[src/hdl/ptrs_ram.sv]
// generic single write port ram with registered read
module ptrs_ram #(
    parameter int WIDTH = 8,
    parameter int DEPTH = 256
) (
    input  logic                     clk,
    input  logic                     we,
    input  logic [$clog2(DEPTH)-1:0] waddr,
    input  logic [WIDTH-1:0]         wdata,
    input  logic [$clog2(DEPTH)-1:0] raddr,
    output logic [WIDTH-1:0]         rdata
);
    logic [WIDTH-1:0] mem_reg [DEPTH];
    logic [WIDTH-1:0] rdata_reg;

    always_ff @(posedge clk)
    begin
        if (we)
        begin
            mem_reg[waddr] <= wdata;
        end
        rdata_reg <= mem_reg[raddr];
    end

    assign rdata = rdata_reg;
endmodule

[config.mk]
export PLATFORM = sky130hd
export DESIGN_NAME = ptrs_ram
export DESIGN_NICKNAME = d
export VERILOG_FILES = /design/src/hdl/ptrs_ram.sv
export SDC_FILE = /design/constraint.sdc
export NUM_CORES = 2
export LEC_CHECK = 0
export BUFFER_PORTS_ARGS = -buffer_cell sky130_fd_sc_hd__buf_4
export CAP_MARGIN = 30
export CELL_PAD_IN_SITES_DETAIL_PLACEMENT = 0
export CELL_PAD_IN_SITES_GLOBAL_PLACEMENT = 1
export CORE_MARGIN = 2
export CORE_UTILIZATION = 35
export DETAILED_ROUTE_END_ITERATION = 8
export HOLD_SLACK_MARGIN = 0.1
export PLACE_DENSITY = 0.53
export SETUP_SLACK_MARGIN = 0.2
export SLEW_MARGIN = 10
export SYNTH_ARGS = -nofsm -noshare
export SYNTH_HDL_FRONTEND = slang
export SYNTH_SLANG_ARGS = --single-unit
[constraint.sdc]
create_clock -name clk -period 3.2 [get_ports clk]
set_input_delay 0.48 -clock clk [delete_from_list [all_inputs] [get_ports clk]]
set_output_delay 0.48 -clock clk [all_outputs]
set_load 0.02 [all_outputs]
* Yosys cells after proc, flatten, opt, wreduce, memory -nomap -nowiden *
Memory sizes are Yosys's and may differ from the RTL's. A register that Yosys moved wholly into a read port is not among the register bits.
Index checks and enable logic that the tools add are counted.

operators by class
  muxes and demuxes = 2

operators with widths
  operator  count
  $mux 1    2

storage, ports and cells
  register bits = 0
  input bits = 26
  output and inout port bits = 8
  memories = 1
  word-level logic and storage cells = 3
  RAM bits = 2,048

memory list
  name     words  bits a word  rd ports  clocked after memory_dff  write ports  RTL line  text
  mem_reg  256    8            1         1                         1            13        logic [WIDTH-1:0] mem_reg [DEPTH];

* Depth between registers and ports, before layout *
  word-level depth = 2
  gate-level depth with buffers = 11
  depth with buffers taken out = 6

* Worst setup path after synthesis *
No wires, ideal clock.

  path kind = input -> register
  start point = input raddr[0]
  end point = register rdata_reg[2], in the netlist rdata[2] (read register of mem_reg)
  data required time = 3.069 ns
  setup slack = 0.782 ns
  cell stages on the path = 9
  buffers on the path = 4
  data arrival time = 2.287 ns
  setup time = 0.131 ns
  cell sequence = buf_6 > buf_12 > buf_8 > buf_2 > mux4_2 > a22oi_1 > a21oi_1 > nor4_1 > nor4_2

RTL lines
  what         RTL line  text
  from (decl)  10        input logic [$clog2(DEPTH)-1:0] raddr,
  to (decl)    14        logic [WIDTH-1:0] rdata_reg;

==> impl_summary.txt <==
----------------------------------------------------
[Synthesis]
  Post-Syn Nets ... ~3.8k
  Number of flops mapped to enable cells by yosys ... roughly 2.0k
  Number of register bits inferred by synthesis ... 2056
  Warnings, synthesis ... 0
  Proportion of synthesized flip-flops having asynchronous set or reset ... 0%
  Most common cell in the synthesized netlist ... sky130_fd_sc_hd__edfxtp_1
  Portion of the post-synthesis area used by sequential elements ... around 78%
  Area share of the largest cell type after synthesis ... between 70% and 80%
  Dominant cell type by area after synthesis ... sky130_fd_sc_hd__edfxtp_1
  Cell area after synthesis ... roughly 80000 um^2
  Mapped Avg Cell Area ... 21.3 um^2
  Cell types with the largest area share after synthesis ... sky130_fd_sc_hd__edfxtp_1 77%, sky130_fd_sc_hd__mux4_2 13%, sky130_fd_sc_hd__mux2i_1 1.7%
  Most used flip-flop cell after synthesis ... sky130_fd_sc_hd__edfxtp_1
  Most numerous cell types in the synthesized netlist ... 2048 x sky130_fd_sc_hd__edfxtp_1, 454 x sky130_fd_sc_hd__mux4_2, 282 x sky130_fd_sc_hd__nor2_1, 134 x sky130_fd_sc_hd__mux2i_1, 133 x sky130_fd_sc_hd__a22oi_1
  Number of instances in the synthesized netlist ... about 3.7k
  Post-synthesis cell type count ... 55

[Worst setup path]
  Longest individual stage delay on the worst path ... 0.70 ns
  Kind of start point of the critical path ... input pin
  Kind of critical path ... input pin to register
  Worst-path maximum fanout ... 8
  Category of the worst setup path capture point ... register
  Bufs and invs on worst path ... 4
  Data arrival time of the critical path ... between 3 and 4 ns
  Critical path required time ... ~3.9 ns
  CP dominant cell by count ... sky130_fd_sc_hd__buf_4
  Worst-path cell with the longest stage delay ... sky130_fd_sc_hd__nor3_1
  Cells along the critical path ... buf_8 -> buf_4 -> buf_4 -> mux4_2 -> a22o_1 -> a221oi_1 -> o32ai_1 -> buf_4 -> nor3_1 -> nor4_1
  Cell family with the largest share of critical-path delay ... buffers and inverters

[Floorplan]
  Die Area ... 231000 um^2
  Effective utilization at floorplan ... 35.1%
  Core area ... ~230000 um^2
  Width of the die ... between 400 and 500 um
  DIE HEIGHT ... about 480 um
  Top-level I/O count ... 34
  Number of standard-cell rows in the floorplan ... 175

[Clock tree]
  PostCTS Resize Cnt ... 0
  Clock transition at the registers of the reported paths ... approximately 0.060 ns
  Number of clock buffers inserted by TritonCTS ... 212
  Number of buffers added to fix hold violations after cts ... 6
  Clock tree from TritonCTS ... yes
  Clock Tree Root ... sky130_fd_sc_hd__clkbuf_16
  Number of buffers added for setup after CTS ... 0
  Sink Count ... between 2k and 2.5k
  Worst-skew pair later-pin latency ... between 0.8 and 0.9 ns
  H-tree lvl count ... 4
  Number of buffers between clock root and the deepest sink ... 3

[GRT]
  Overall Global Routing Usage ... a little under a fifth
  First-pass GRT wire length ... between 300000 and 400000 um
  Via count of the first global-routing pass ... roughly 41k
  Remaining global-route overflow ... 0
  Largest net degree at the start of global routing ... 115
  Initial antenna violation count ... 13

[Routing]
  Average detailed-routed wire length per instance ... slightly below 30 um
  Mean number of vias per cell ... between 5 and 6
  Antenna Violating Nets Remaining ... 0
  Number of vias in the routed layout ... roughly 40k
  Routed Wire Length ... about 220000 um
  Detailed router's first-iteration violation count ... between 3k and 4k
  Detailed-routing iteration count for the pre-antenna-repair pass ... 5
  Final routed DRC violation total ... 0

[Layout]
  Final standard cell area without fillers ... between 90000 and 100000 um^2
  Area added between synthesis and finish ... 18.3%
  Filler Cell Count ... 19.9k
  Final net count ... 4355
  Finished Core Util ... roughly two fifths
  Number of non-filler instances in the completed layout ... 7514
  Number of flip-flops in the largest register ... 2048
  Fraction of layout cells with a size suffix above 1 ... a little under a third

[STA]
  Number of max-slew violations in the final report ... 0
  Highest achievable clock rate ... about 0.36 GHz
  Worst setup skew after layout ... about 0.037 ns
  Setup slack after layout ... 0.459 ns
  Post-route minimum period ... about 2.7 ns
  Setup violations, final ... 0
  Period utilization ... 85.7%
  Tightest Pin Transition ... 0.952 ns
  Slew margin rel. ... between 30% and 40%
  Endpoints failing hold ... 0
  RSZ-0062 raised after global routing ... false

[Hold path]
  Hold Path Class ... input pin to register

[Place]
  IO Port Bufs ... 33
  Detailed-placement wirelength estimate ... about 140000 um
  Routability cong. ... 0.798
  Post-placement setup slack ... -0.363 ns
  Placed cell count ... approximately 7k
  Placed cell areas ... about 87000 um^2

[Pwr]
  Power per Cell Area ... 604 nW/um^2
  Cell leakage power ... 0.0300 uW
  Final total power ... 56900 uW
  Largest vdd supply drop ... between 0.0004 and 0.0005 V

[Flow run]
  Max Cap Violations ... 0

[Run status]
  Outcome ... finished, final reports clean

----------------------------------------------------
-- layout make-up --
cell class                      instances  area, um^2  share of cell area [%]
Inverter                                2        7.51                 0.00798
Timing Repair Buffer                  615        5430                    5.76
Clock inverter                        132        1190                    1.26
Sequential cell                      2056       61700                    65.5
Multi-Input combinational cell       1442       16600                    17.6
Antenna cell                            1        2.50                 0.00266
Clock buffer                          257        5520                    5.86
Tap cell                             3009        3760                    4.00
-- worst register-to-register path: stages, from the launching register on --
cell	delay [ns]
sky130_fd_sc_hd__edfxtp_1	0.36
sky130_fd_sc_hd__mux4_2	0.49
sky130_fd_sc_hd__a22o_1	0.31
sky130_fd_sc_hd__a221oi_1	0.27
sky130_fd_sc_hd__o32ai_1	0.15
sky130_fd_sc_hd__buf_4	0.18
sky130_fd_sc_hd__nor3_1	0.70
sky130_fd_sc_hd__nor4_1	0.13
-- worst paths after layout --
kind | startpoint | endpoint | slack (ns) | cells after the start
min reg2reg | mem_reg[40][3]$_DFFE_PP_ | rdata[3]$_DFF_P_ | 1.09 | 7
min | wdata[4] | mem_reg[71][4]$_DFFE_PP_ | 0.18 | 1
max reg2reg | mem_reg[211][5]$_DFFE_PP_ | rdata[5]$_DFF_P_ | 0.46 | 7
max | raddr[0] | rdata[5]$_DFF_P_ | 0.46 | 10
-- stage by stage --
stage	hold WS (ns)	TNS (ns)
2_1_floorplan	0.579	0
3_3_place_gp	0.857	-4.65
3_5_place_dp	0.859	-1.98
4_1_cts	0.145	0
5_1_grt	0.170	0
6_report	0.178	0
-- report_power, final --
part	internal [uW]	switching, uW	leakage (uW)	total, uW
Combinational	1170	1900	0.00820	3070
Sequential	29700	65.0	0.0185	29800
Clock	13600	10400	0.00329	24000
-- layout by cell type (no fill, tap or decap), types with 13 or more instances in the layout --
cell                        Yosys  layout
sky130_fd_sc_hd__a211oi_1      16      16
sky130_fd_sc_hd__a21oi_1       96      96
sky130_fd_sc_hd__a221oi_1      13      13
sky130_fd_sc_hd__a22oi_1      133     133
sky130_fd_sc_hd__buf_12         8      58
sky130_fd_sc_hd__buf_4         27     538
sky130_fd_sc_hd__bufinv_16      0      17
sky130_fd_sc_hd__clkbuf_1     111      43
sky130_fd_sc_hd__clkbuf_16      0     214
sky130_fd_sc_hd__clkinv_1       1      53
sky130_fd_sc_hd__clkinv_2       0      46
sky130_fd_sc_hd__edfxtp_1    2048    2048
sky130_fd_sc_hd__mux2i_1      134     134
sky130_fd_sc_hd__mux4_2       454     454
sky130_fd_sc_hd__nand2_1       33      33
sky130_fd_sc_hd__nand3_1       34      25
sky130_fd_sc_hd__nor2_1       282     279
sky130_fd_sc_hd__nor2b_1       31      28
sky130_fd_sc_hd__nor3_1        22      22
sky130_fd_sc_hd__nor4_1        24      20
sky130_fd_sc_hd__o221ai_1      46      46
sky130_fd_sc_hd__o22ai_1       28      28
-- routing by layer --
metal	vias to the layer above	part of all wire, %	GRT usage (%)	routed length, um
li1	16918	-	-	-
met2	1027	49	31.0	107000
met4	0	2.4	4.94	5220
met1	21745	45	27.1	98000
met3	274	4.4	2.33	9590
met5	-	0	0	0
-- kinds of logic (layout without fill, tap and decap cells) --
family                 count (synthesis)  in the layout  share of synthesized area (%)
and+or+nand+nor                      466            466                           2.63
buffers and inverters                235           1006                           1.83
AOI/OAI and AO/OA                    385            385                           3.42
other                                  0              1                              0
muxes                                591            591                           14.6
DFF                                 2056           2056                           77.5
Note: power is estimated with default switching activity, not from simulation.
