**src/hdl/ptrs_pkg.sv**
```systemverilog
// shared codes, field widths and pipeline tag type for the point table search core
package ptrs_pkg;

    localparam int POS_BITS          = 16;
    localparam int LABEL_BITS        = 8;
    localparam int ENTRY_INDEX_BITS  = 10;
    localparam int RADIUS_BITS       = 16;
    localparam int RADIUS_SQ_BITS    = 2 * RADIUS_BITS;
    localparam int STATUS_BITS       = 3;
    localparam int RESULT_INDEX_BITS = 8;

    localparam logic [1:0] REQ_ADD        = 2'd0;
    localparam logic [1:0] REQ_INVALIDATE = 2'd1;
    localparam logic [1:0] REQ_MOVE       = 2'd2;
    localparam logic [1:0] REQ_SEARCH     = 2'd3;

    localparam logic [STATUS_BITS-1:0] ST_OK       = 3'd0;
    localparam logic [STATUS_BITS-1:0] ST_FULL     = 3'd1;
    localparam logic [STATUS_BITS-1:0] ST_RANGE    = 3'd2;
    localparam logic [STATUS_BITS-1:0] ST_NOTFOUND = 3'd3;
    localparam logic [STATUS_BITS-1:0] ST_EMPTY    = 3'd4;

    // control that travels with one entry through the distance pipeline
    typedef struct packed {
        logic vld;
        logic last;
        logic live;
    } ptrs_tag_t;

endpackage

```
**src/hdl/ptrs_dist.sv**
```systemverilog
// pipelined squared distance unit, one entry per cycle, radius compare at the end
module ptrs_dist
    import ptrs_pkg::*;
#(
    parameter int COORD_BITS = 16,
    parameter int IDX_BITS   = 8
) (
    input  logic                      clk,
    input  logic                      rst_n,
    input  logic                      flush,
    input  ptrs_tag_t                 in_tag,
    input  logic [IDX_BITS-1:0]       in_idx,
    input  logic [COORD_BITS-1:0]     ent_x,
    input  logic [COORD_BITS-1:0]     ent_y,
    input  logic                      ent_valid,
    input  logic [COORD_BITS-1:0]     pt_x,
    input  logic [COORD_BITS-1:0]     pt_y,
    input  logic [RADIUS_SQ_BITS-1:0] r2,
    output ptrs_tag_t                 out_tag,
    output logic [IDX_BITS-1:0]       out_idx,
    output logic                      hit
);
    localparam int SQ_BITS  = 2 * COORD_BITS;
    localparam int SUM_BITS = SQ_BITS + 1;
    localparam int CMP_BITS = (SUM_BITS > RADIUS_SQ_BITS) ? SUM_BITS : RADIUS_SQ_BITS;

    ptrs_tag_t             tag1_reg, tag1_next;
    ptrs_tag_t             tag2_reg, tag2_next;
    logic [IDX_BITS-1:0]   idx1_reg, idx2_reg;
    logic [COORD_BITS-1:0] dx_reg, dy_reg, dx_next, dy_next;
    logic [SQ_BITS-1:0]    sqx_reg, sqy_reg;
    logic [SUM_BITS-1:0]   dist_sum;

    always_comb
    begin
        dx_next = (ent_x >= pt_x) ? (ent_x - pt_x) : (pt_x - ent_x);
        dy_next = (ent_y >= pt_y) ? (ent_y - pt_y) : (pt_y - ent_y);

        tag1_next      = in_tag;
        tag1_next.live = in_tag.vld & ent_valid;
        tag2_next      = tag1_reg;
        if (flush)
        begin
            tag1_next.vld = 1'b0;
            tag2_next.vld = 1'b0;
        end
    end

    always_ff @(posedge clk or negedge rst_n)
    begin
        if (!rst_n)
        begin
            tag1_reg <= '0;
            tag2_reg <= '0;
        end
        else
        begin
            tag1_reg <= tag1_next;
            tag2_reg <= tag2_next;
        end
    end

    always_ff @(posedge clk)
    begin
        idx1_reg <= in_idx;
        dx_reg   <= dx_next;
        dy_reg   <= dy_next;
        idx2_reg <= idx1_reg;
        sqx_reg  <= SQ_BITS'(dx_reg) * SQ_BITS'(dx_reg);
        sqy_reg  <= SQ_BITS'(dy_reg) * SQ_BITS'(dy_reg);
    end

    assign dist_sum = {1'b0, sqx_reg} + {1'b0, sqy_reg};
    assign out_tag  = tag2_reg;
    assign out_idx  = idx2_reg;
    assign hit      = tag2_reg.vld & tag2_reg.live &
                      (CMP_BITS'(dist_sum) < CMP_BITS'(r2));
endmodule

```
**config.mk**
```make
export PLATFORM = sky130hd
export DESIGN_NAME = ptrs_dist
export DESIGN_NICKNAME = d
export VERILOG_FILES = /design/src/hdl/ptrs_pkg.sv /design/src/hdl/ptrs_dist.sv
export SDC_FILE = /design/constraint.sdc
export NUM_CORES = 1
export LEC_CHECK = 0
export BUFFER_PORTS_ARGS = -buffer_cell sky130_fd_sc_hd__buf_4
export CAP_MARGIN = 20
export CELL_PAD_IN_SITES_DETAIL_PLACEMENT = 2
export CELL_PAD_IN_SITES_GLOBAL_PLACEMENT = 2
export CORE_ASPECT_RATIO = 2
export CORE_UTILIZATION = 40
export DETAILED_ROUTE_END_ITERATION = 6
export PLACE_DENSITY = 0.8
export SLEW_MARGIN = 15
export SYNTH_ARGS = -nofsm -noshare
export SYNTH_HDL_FRONTEND = slang
export SYNTH_SLANG_ARGS = --single-unit
```
**constraint.sdc**
```tcl
create_clock -name clk -period 6.59 [get_ports clk]
set_clock_uncertainty 0.1 [all_clocks]
set_input_delay 0.3295 -clock clk [delete_from_list [all_inputs] [get_ports clk]]
set_output_delay 0.3295 -clock clk [all_outputs]
set_load 0.03 [all_outputs]
```
Word level (Yosys, flattened, before mapping)
Cells that the tools add are included.

Flip-flop bits (word level): 118. Latch bits: 0. Bits in writable memories: 0. ROM bits: 0. Output and inout port bits: 12. Memories kept: 0.

$add $sub $neg: 5. Multipliers: 2. Divide/modulo/power cells: 0. Magnitude comparators: 3. Equality and inequality tests: 0. Shift operators: 0. Muxes and demuxes: 4. Bitwise operators: 3. Reductions and logical operators: 0.

Operator list (number): multiplier 16 x 16 -> 32 bit (2); subtractor 16 bit (4); adder 32 x 32 -> 33 bit (1); less-than comparator 33 x 32 -> 1 bit (1); greater-or-equal comparator 16 bit (2); two-way mux 16 bit (2); AND 1 bit (3); two-way mux 1 bit (2).

Depth between registers and ports, before layout
Gate-level depths: netlist of the first run.

Word-level depth: 3. Mapped depth: 25. Mapped depth without buffers: 24.

Worst setup path after synthesis of the first run
No wires, ideal clock.

Kind: reg-to-reg. Start: reg dy_reg[14]. End: reg sqy_reg[29]. Setup time: 72 ps. Arrival time: 5875 ps. Data required time: 6418 ps. Path slack: 543 ps. Cell stages (with the launch flop): 21. Path buffers: 2. Cell sequence: dfxtp_1 clkbuf_1 clkbuf_1 nand2_1 fa_1 fa_1 fa_1 fa_1 fa_1 fa_1 inv_1 ha_1 a21oi_1 o21ai_1 a2111o_1 a41o_1 o21ai_1 nand4_1 a31o_2 a21oi_1 xnor2_1.

Cells in the longest elaborated chain, start to end: 1.

RTL lines: start: declaration (line ptrs_dist.sv:30) `logic [COORD_BITS-1:0] dx_reg, dy_reg, dx_next, dy_next;`; start signal: assignment (line ptrs_dist.sv:67) `dy_reg <= dy_next;`; multiplier 16 x 16 -> 32 bit (line ptrs_dist.sv:70) `sqy_reg <= SQ_BITS'(dy_reg) * SQ_BITS'(dy_reg);`; end signal: assignment (line ptrs_dist.sv:70); end: declaration (line ptrs_dist.sv:31) `logic [SQ_BITS-1:0] sqx_reg, sqy_reg;`.

Every way passes these cells.

Final worst setup path of the first run
Start: reg dy_reg[3]. End: reg sqy_reg[31].

Same word-level chain as after synthesis.

==> impl_metrics.py, run 1 <==
metrics = {
    "grt": {
        "antenna_found_initial": 4,
        "overflow": 0,
        "grt_pass1_wl_mm": 127,
        "grt_pass1_vias": 22920,
        "grt_max_degree": 20,
        "grt.total_usage_pct": 30.5,
    },
    "setup_path": {
        "worst_r2r_path_depth": 24,
        "startpoint_type": "flop",
        "cpMaxStageDelayCell": "fa_1",
        "crit_type": "flop to flop",
        "reg2reg_from": "dy_reg[3]$_DFF_P_",
        "cp_cell_sequence": "clkinvlp_4 > nor2_2 > ha_1 > xor2_1 > fa_1 > inv_1 > fa_1 > fa_2 > fa_1 > inv_1 > fa_1 > inv_1 > ha_2 > a21oi_2 > o21ai_1 > a2111o_1 > a41o_1 > o21ai_1 > buf_4 > nand4_1 > buf_4 > a31oi_1 > o21bai_1 > xnor2_1",
        "cpMostUsedCell": "fa_1",
        "cp-endpoint": "sqy_reg[31]$_DFF_P_",
        "cp_slowest_stage_delay_ns": 0.61,
        "crit_fanout": 5,
        "path_depth": 24,
        "reg2reg_slack_ns": 0.15,
        "crit_arrival_ns": 6.70,
        "crit_path_end_kind": "flop",
        "r2r_end": "sqy_reg[31]$_DFF_P_",
        "startpoint": "dy_reg[3]$_DFF_P_",
        "crit_buf_inv": 6,
        "cp_top_family": "adder cells",
        "worstPathRequired_ns": 6.84,
    },
    "clock_network": {
        "cts_buffers": 17,
        "cts-root-buf": "clkbuf_16",
        "cts.sinks": 116,
        "cts.clk_slew.worst_paths_ns": 0.07,
        "tritoncts": "built",
        "htreeDepth": 4,
        "cts_buffer_depth": 2,
        "clk_latency_ns": 0.47,
    },
    "synthesis": {
        "yosysSeqAreaShare_pct": 10.8,
        "ys_warn_count": 0,
        "syn_avg_cell_area_um2": 8.76,
        "syn_nets": 3241,
        "synthAdderAreaFrac_pct": 48.9,
        "synth_cell_type_count": 72,
        "yosysTopAreaCell": "fa_1",
        "netlist.area_leader.share_pct": 30.3,
        "synth.most_common_cell": "inv_1",
        "ys_ff_latch": 116,
        "synth_ff_type": "dfxtp_1",
        "synth_xor_area_share_pct": 4.96,
        "netlist_area_um2": 21700,
        "synth_top_family_by_area": "adder cells",
        "ys_top_cells_by_count": "inv_1 (628), fa_1 (328), ha_1 (324)",
        "async_flop_share_pct": 5.17,
        "synth-edff-count": 0,
        "synth-compound-area-share_pct": 10.9,
        "synth_simple_gate_area_share_pct": 11.3,
        "synthMuxAreaShare_pct": 1.11,
        "syn_inst": 2478,
        "yosys-top-cells-area": "fa_1 (30%), ha_1 (19%), inv_1 (11%)",
    },
    "detailed_routing": {
        "drc": 0,
        "via_per_inst": 5.36,
        "wl_mm": 81.4,
        "drtPass1Iterations": 4,
        "wl_per_cell_um": 24.0,
        "vias": 18209,
        "dr_wl_met3_mm": 1.30,
        "dr.max_layer_used": "met4",
        "wl_met1_mm": 24.3,
        "met2_length_mm": 48.8,
        "drt_iter0_markers": 512,
        "detail-route-antenna-nets": 0,
    },
    "timing": {
        "slew_viol_final": 0,
        "hold_slack_ns": 0.0954,
        "max_slew_margin_pct": 34.8,
        "timing.final.crit_share_pct": 97.8,
        "final_hold_viol_count": 0,
        "min_period_ns": 6.44,
        "setup_viol": 0,
        "worst_slew_pin_slew_ns": 0.966,
        "fmax_ghz": 0.155,
    },
    "floorplan": {
        "dieArea_um2": 55200,
        "io_pins": 123,
        "initial_core_util_pct": 40.5,
        "fp.dieH_um": 331,
        "core.rowCount": 120,
        "chipWidth_um": 167,
        "coreArea_um2": 53600,
    },
    "min_path": {
        "hp-class": "primary input to async pin",
    },
    "placement": {
        "gp_congestion": 0.873,
        "io_buffers": 121,
        "dpl-instance-area_um2": 24300,
        "dpl.hpwl_mm": 66.6,
    },
    "run_status": {
        "outcome": "completed",
    },
    "finish": {
        "layout.nets": 3474,
        "drive_above_1_share_pct": 13.0,
        "area_delta_synth_final_pct": 16.0,
        "fillers": 5901,
        "fin_area_um2": 25200,
    },
    "run": {
        "max-cap-violations": 0,
    },
}
## layout by cell type (no fill, tap or decap), drive strengths merged, types with 14 or more instances in the layout
master       synthesis  layout
a21oi              114     114
nor2b               25      25
nor2               113     113
a31oi               17      17
nand2b              19      19
xor2                38      38
buf                  6     257
nand2              182     182
dfxtp              110     110
xnor2               85      85
nor3                16      16
dlygate4sd3          0      14
a21o                50      50
clkbuf              51      18
o21bai              16      16
a211oi              16      16
mux2i               18      18
ha                 324     324
nand3               20      20
and2                80      80
o21a                17      17
inv                629     636
fa                 328     328
o21ai               69      69
## metal layers
| layer | vias up | track usage [%] |
|---|---|---|
| li1 | 8182 | - |
| met1 | 9277 | 24.9 |
| met2 | 424 | 64.0 |
| met3 | 326 | 2.60 |
| met4 | 0 | 23.8 |
| met5 | - | 0 |
## final cells by class
class	instances	area (µm²)	area share, %
Multi-Input combinational cell	1676	16800	66.9
Sequential cell	116	2390	9.52
Inverter	629	2360	9.40
Timing Repair Buffer	271	2140	8.49
Tap cell	671	840	3.34
Clock buffer	18	439	1.75
Clock inverter	14	140	0.557
Antenna cell	4	10.0	0.0398
## cells by family after synthesis
group	count (synthesis)
muxes	23
AOI/OAI and AO/OA	366
DFF	116
buffers and inverters	686
adders and majority gates	652
xor gates and xnor gates	123
and+or+nand+nor	512
## per-stage QoR
stage	setup TNS, ns	setup slack (ns)	instances	util, %
after CTS	-0.0261	-0.0261	3391	46.6
after global placement	0	0.121	3345	45.3
after detailed placement	-0.480	-0.167	3345	45.3
after global routing	-0.0740	-0.0465	3399	46.9
final	0	0.146	3399	46.9
after floorplan	0	0.543	2478	-
## worst min-delay path by stage
stage          depth (start not counted)                    end  slack [ns]
2_1_floorplan                          0   out_tag[0]$_DFF_PN0_       -0.07
3_3_place_gp                           1  tag1_reg[0]$_DFF_PN0_        0.03
3_5_place_dp                           1  tag1_reg[2]$_DFF_PN0_        0.04
4_1_cts                                2  tag1_reg[2]$_DFF_PN0_        0.09
5_1_grt                                2   out_tag[0]$_DFF_PN0_        0.11
6_report                               2   out_tag[1]$_DFF_PN0_         0.1
## what timing repair did
action,in CTS,in global routing
endpoints found under the setup margin,11,14
pin swaps,0,5
hold endpoints to repair,18,0
resized for setup,13,39
setup buffers,0,4
hold buffers,14,0
Power of run 1 is left out: the tool's default activity adds up to more than one toggle a clock period on the data nets, which glitch-free logic cannot reach.
==> inputs of run 2 (changes only) <==
--- a/config.mk
+++ b/config.mk
@@ -10,6 +10,7 @@
 export CELL_PAD_IN_SITES_DETAIL_PLACEMENT = 2
 export CELL_PAD_IN_SITES_GLOBAL_PLACEMENT = 2
 export CORE_ASPECT_RATIO = 2
+export CORE_MARGIN = 5
 export CORE_UTILIZATION = 40
 export DETAILED_ROUTE_END_ITERATION = 6
 export PLACE_DENSITY = 0.8
==> run 2 against run 1 <==
Effect of this change:
- count of clock-buffer cells in the layout is the same
- worst hold slack gained 0.019 ns
- register-to-register slack is essentially flat
- cell area shrank 1.0%
- cell count shrank 0.76%
- die area grew 7.3%
- first-iteration DRC count grew 0.20%
- global-route usage shrank 3.9 points
- wire length shrank 4.0%
- core utilization shrank 0.49 points
- critical path type unchanged
- highest routed layer unchanged
==> impl_metrics.py, run 2 (synthesis gave the netlist of run 1 again) <==
metrics = {
    "run_status": {
        "outcome": "completed",
    },
    "grt": {
        "antenna_found_initial": 2,
        "gr-max-usage-layer": "met2",
        "met2_usage_pct": 57.0,
        "grt_max_degree": 19,
        "use_met1_pct": 22.7,
        "grt.total_usage_pct": 26.6,
        "overflow": 0,
        "grt_pass1_wl_mm": 123,
        "grt_pass1_vias": 22492,
        "met3_usage_pct": 2.07,
    },
    "clock_network": {
        "cts.sinks": 116,
        "cts-root-buf": "clkbuf_16",
        "clk_latency_ns": 0.47,
        "htreeDepth": 4,
        "cts_buffers": 17,
        "cts.clk_slew.worst_paths_ns": 0.06,
        "postCtsSetupBuffers": 0,
        "cts_buffer_depth": 2,
        "tritoncts": "built",
    },
    "setup_path": {
        "cp_slowest_stage_delay_ns": 0.57,
        "crit_type": "flop to flop",
        "reg2reg_slack_ns": 0.15,
        "worst_r2r_path_depth": 19,
        "cpMaxStageDelayCell": "fa_1",
        "reg2reg_from": "dy_reg[11]$_DFF_P_",
        "startpoint_type": "flop",
        "crit_fanout": 8,
        "crit_arrival_ns": 6.73,
        "cp_top_family": "adder cells",
        "crit_buf_inv": 4,
        "worstPathRequired_ns": 6.88,
        "cp_cell_sequence": "buf_4 > nand2_1 > fa_1 > inv_1 > fa_1 > fa_1 > fa_1 > fa_1 > inv_1 > fa_1 > inv_1 > ha_1 > a211o_1 > nor4_1 > and3_1 > o2111ai_1 > a31o_2 > a21oi_1 > xnor2_1",
        "crit_path_end_kind": "flop",
        "cpMostUsedCell": "fa_1",
        "r2r_end": "sqy_reg[28]$_DFF_P_",
    },
    "floorplan": {
        "chipWidth_um": 175,
        "initial_core_util_pct": 40.5,
        "dieArea_um2": 59300,
        "fp.dieH_um": 339,
        "coreArea_um2": 53600,
        "io_pins": 123,
        "core.rowCount": 120,
    },
    "placement": {
        "dpl.hpwl_mm": 65.4,
        "io_buffers": 121,
        "dpl-instance-area_um2": 24100,
        "gp_congestion": 0.865,
    },
    "timing": {
        "worst_slew_pin_slew_ns": 0.918,
        "final_hold_viol_count": 0,
        "max_slew_margin_pct": 38.0,
        "setup_viol": 0,
        "slew_viol_final": 0,
        "timing.final.crit_share_pct": 97.7,
        "fmax_ghz": 0.155,
        "hold_slack_ns": 0.115,
        "min_period_ns": 6.44,
        "rsz0062_at_grt": "yes",
        "finalSetupTns_ns": 0,
    },
    "detailed_routing": {
        "wl_mm": 78.2,
        "wl_per_cell_um": 23.2,
        "drt_iter0_markers": 513,
        "drc": 0,
        "detail-route-antenna-nets": 0,
        "via_per_inst": 5.30,
        "drtPass1Iterations": 6,
        "vias": 17871,
    },
    "finish": {
        "drive_above_1_share_pct": 11.9,
        "final_cell_mix": "inv_1 (624), fa_1 (326), ha_1 (323), buf_4 (226), nand2_1 (182)",
        "layout.nets": 3449,
        "area_delta_synth_final_pct": 14.8,
        "final_common_cell": "inv_1",
        "fillers": 5826,
        "fin_area_um2": 24900,
    },
    "min_path": {
        "hp-class": "primary input to async pin",
    },
    "run": {
        "max-cap-violations": 0,
    },
}
run 2: changes by cell type in the layout (fill, tap and decap cells not counted), moves of 2 or more:
cell / previous run / this run
a21oi_1: 109 / 112
a21oi_2: 5 / 2
buf_4: 251 / 226
clkinvlp_4: 3 / 6
dfxtp_2: 10 / 17
dfxtp_4: 8 / 0
ha_1: 321 / 323
inv_1: 626 / 624
inv_2: 2 / 4
inv_6: 7 / 3
o21ai_0: 52 / 54
o21ai_1: 16 / 14
run 2: worst max path at each step:
stage                        from                   to  cells after the start
6_report       dy_reg[11]$_DFF_P_  sqy_reg[28]$_DFF_P_                     19
5_1_grt         dy_reg[9]$_DFF_P_  sqy_reg[29]$_DFF_P_                     21
3_3_place_gp    dy_reg[3]$_DFF_P_  sqy_reg[28]$_DFF_P_                     24
3_5_place_dp    dy_reg[9]$_DFF_P_  sqy_reg[28]$_DFF_P_                     23
2_1_floorplan  dy_reg[14]$_DFF_P_  sqy_reg[29]$_DFF_P_                     20
4_1_cts        dy_reg[11]$_DFF_P_  sqy_reg[28]$_DFF_P_                     19
run 2: repair_timing:
item / CTS / global route
pin swaps: 1 / 0
endpoints found under the setup margin: 6 / 11
hold buffers: 14 / 0
hold endpoints to repair: 18 / 0
gates resized for setup: 10 / 24
run 2: worst register-to-register path: cells and delay by family (launching register included):
kind,cells,cell delay [ns]
AOI/OAI and AO/OA,4,1.13
xor gates and xnor gates,1,0.13
adders and majority gates,7,3.40
buffers and inverters,4,0.38
DFF,1,0.42
and+or+nand+nor,3,0.80
run 2: layout make-up:
type                            count  area (µm²)  share of cell area [%]
Sequential cell                   116        2370                    9.53
Multi-Input combinational cell   1676       16800                    67.5
Inverter                          629        2360                    9.50
Antenna cell                        3        7.51                  0.0301
Tap cell                          671         840                    3.37
Clock inverter                     14         130                   0.523
Clock buffer                       18         439                    1.76
Timing Repair Buffer              246        1950                    7.82
run 2: layer usage:
metal | part of all wire [%] | wire [µm]
met5 | 0 | 0
met4 | 6.8 | 5280
met3 | 1.5 | 1180
met2 | 61 | 47900
met1 | 30 | 23800
run 2: through the flow:
| stage | setup WS, ns | util, % | cells |
|---|---|---|---|
| finish | 0.153 | 46.5 | 3373 |
| global route | -0.0719 | 46.5 | 3372 |
| CTS | 0.00717 | 46.3 | 3370 |
| detailed placement | -0.104 | 45.0 | 3324 |
| global placement | -0.0543 | 45.0 | 3324 |
| floorplan | 0.543 | - | 2478 |
Power of run 2 is left out for the same reason.
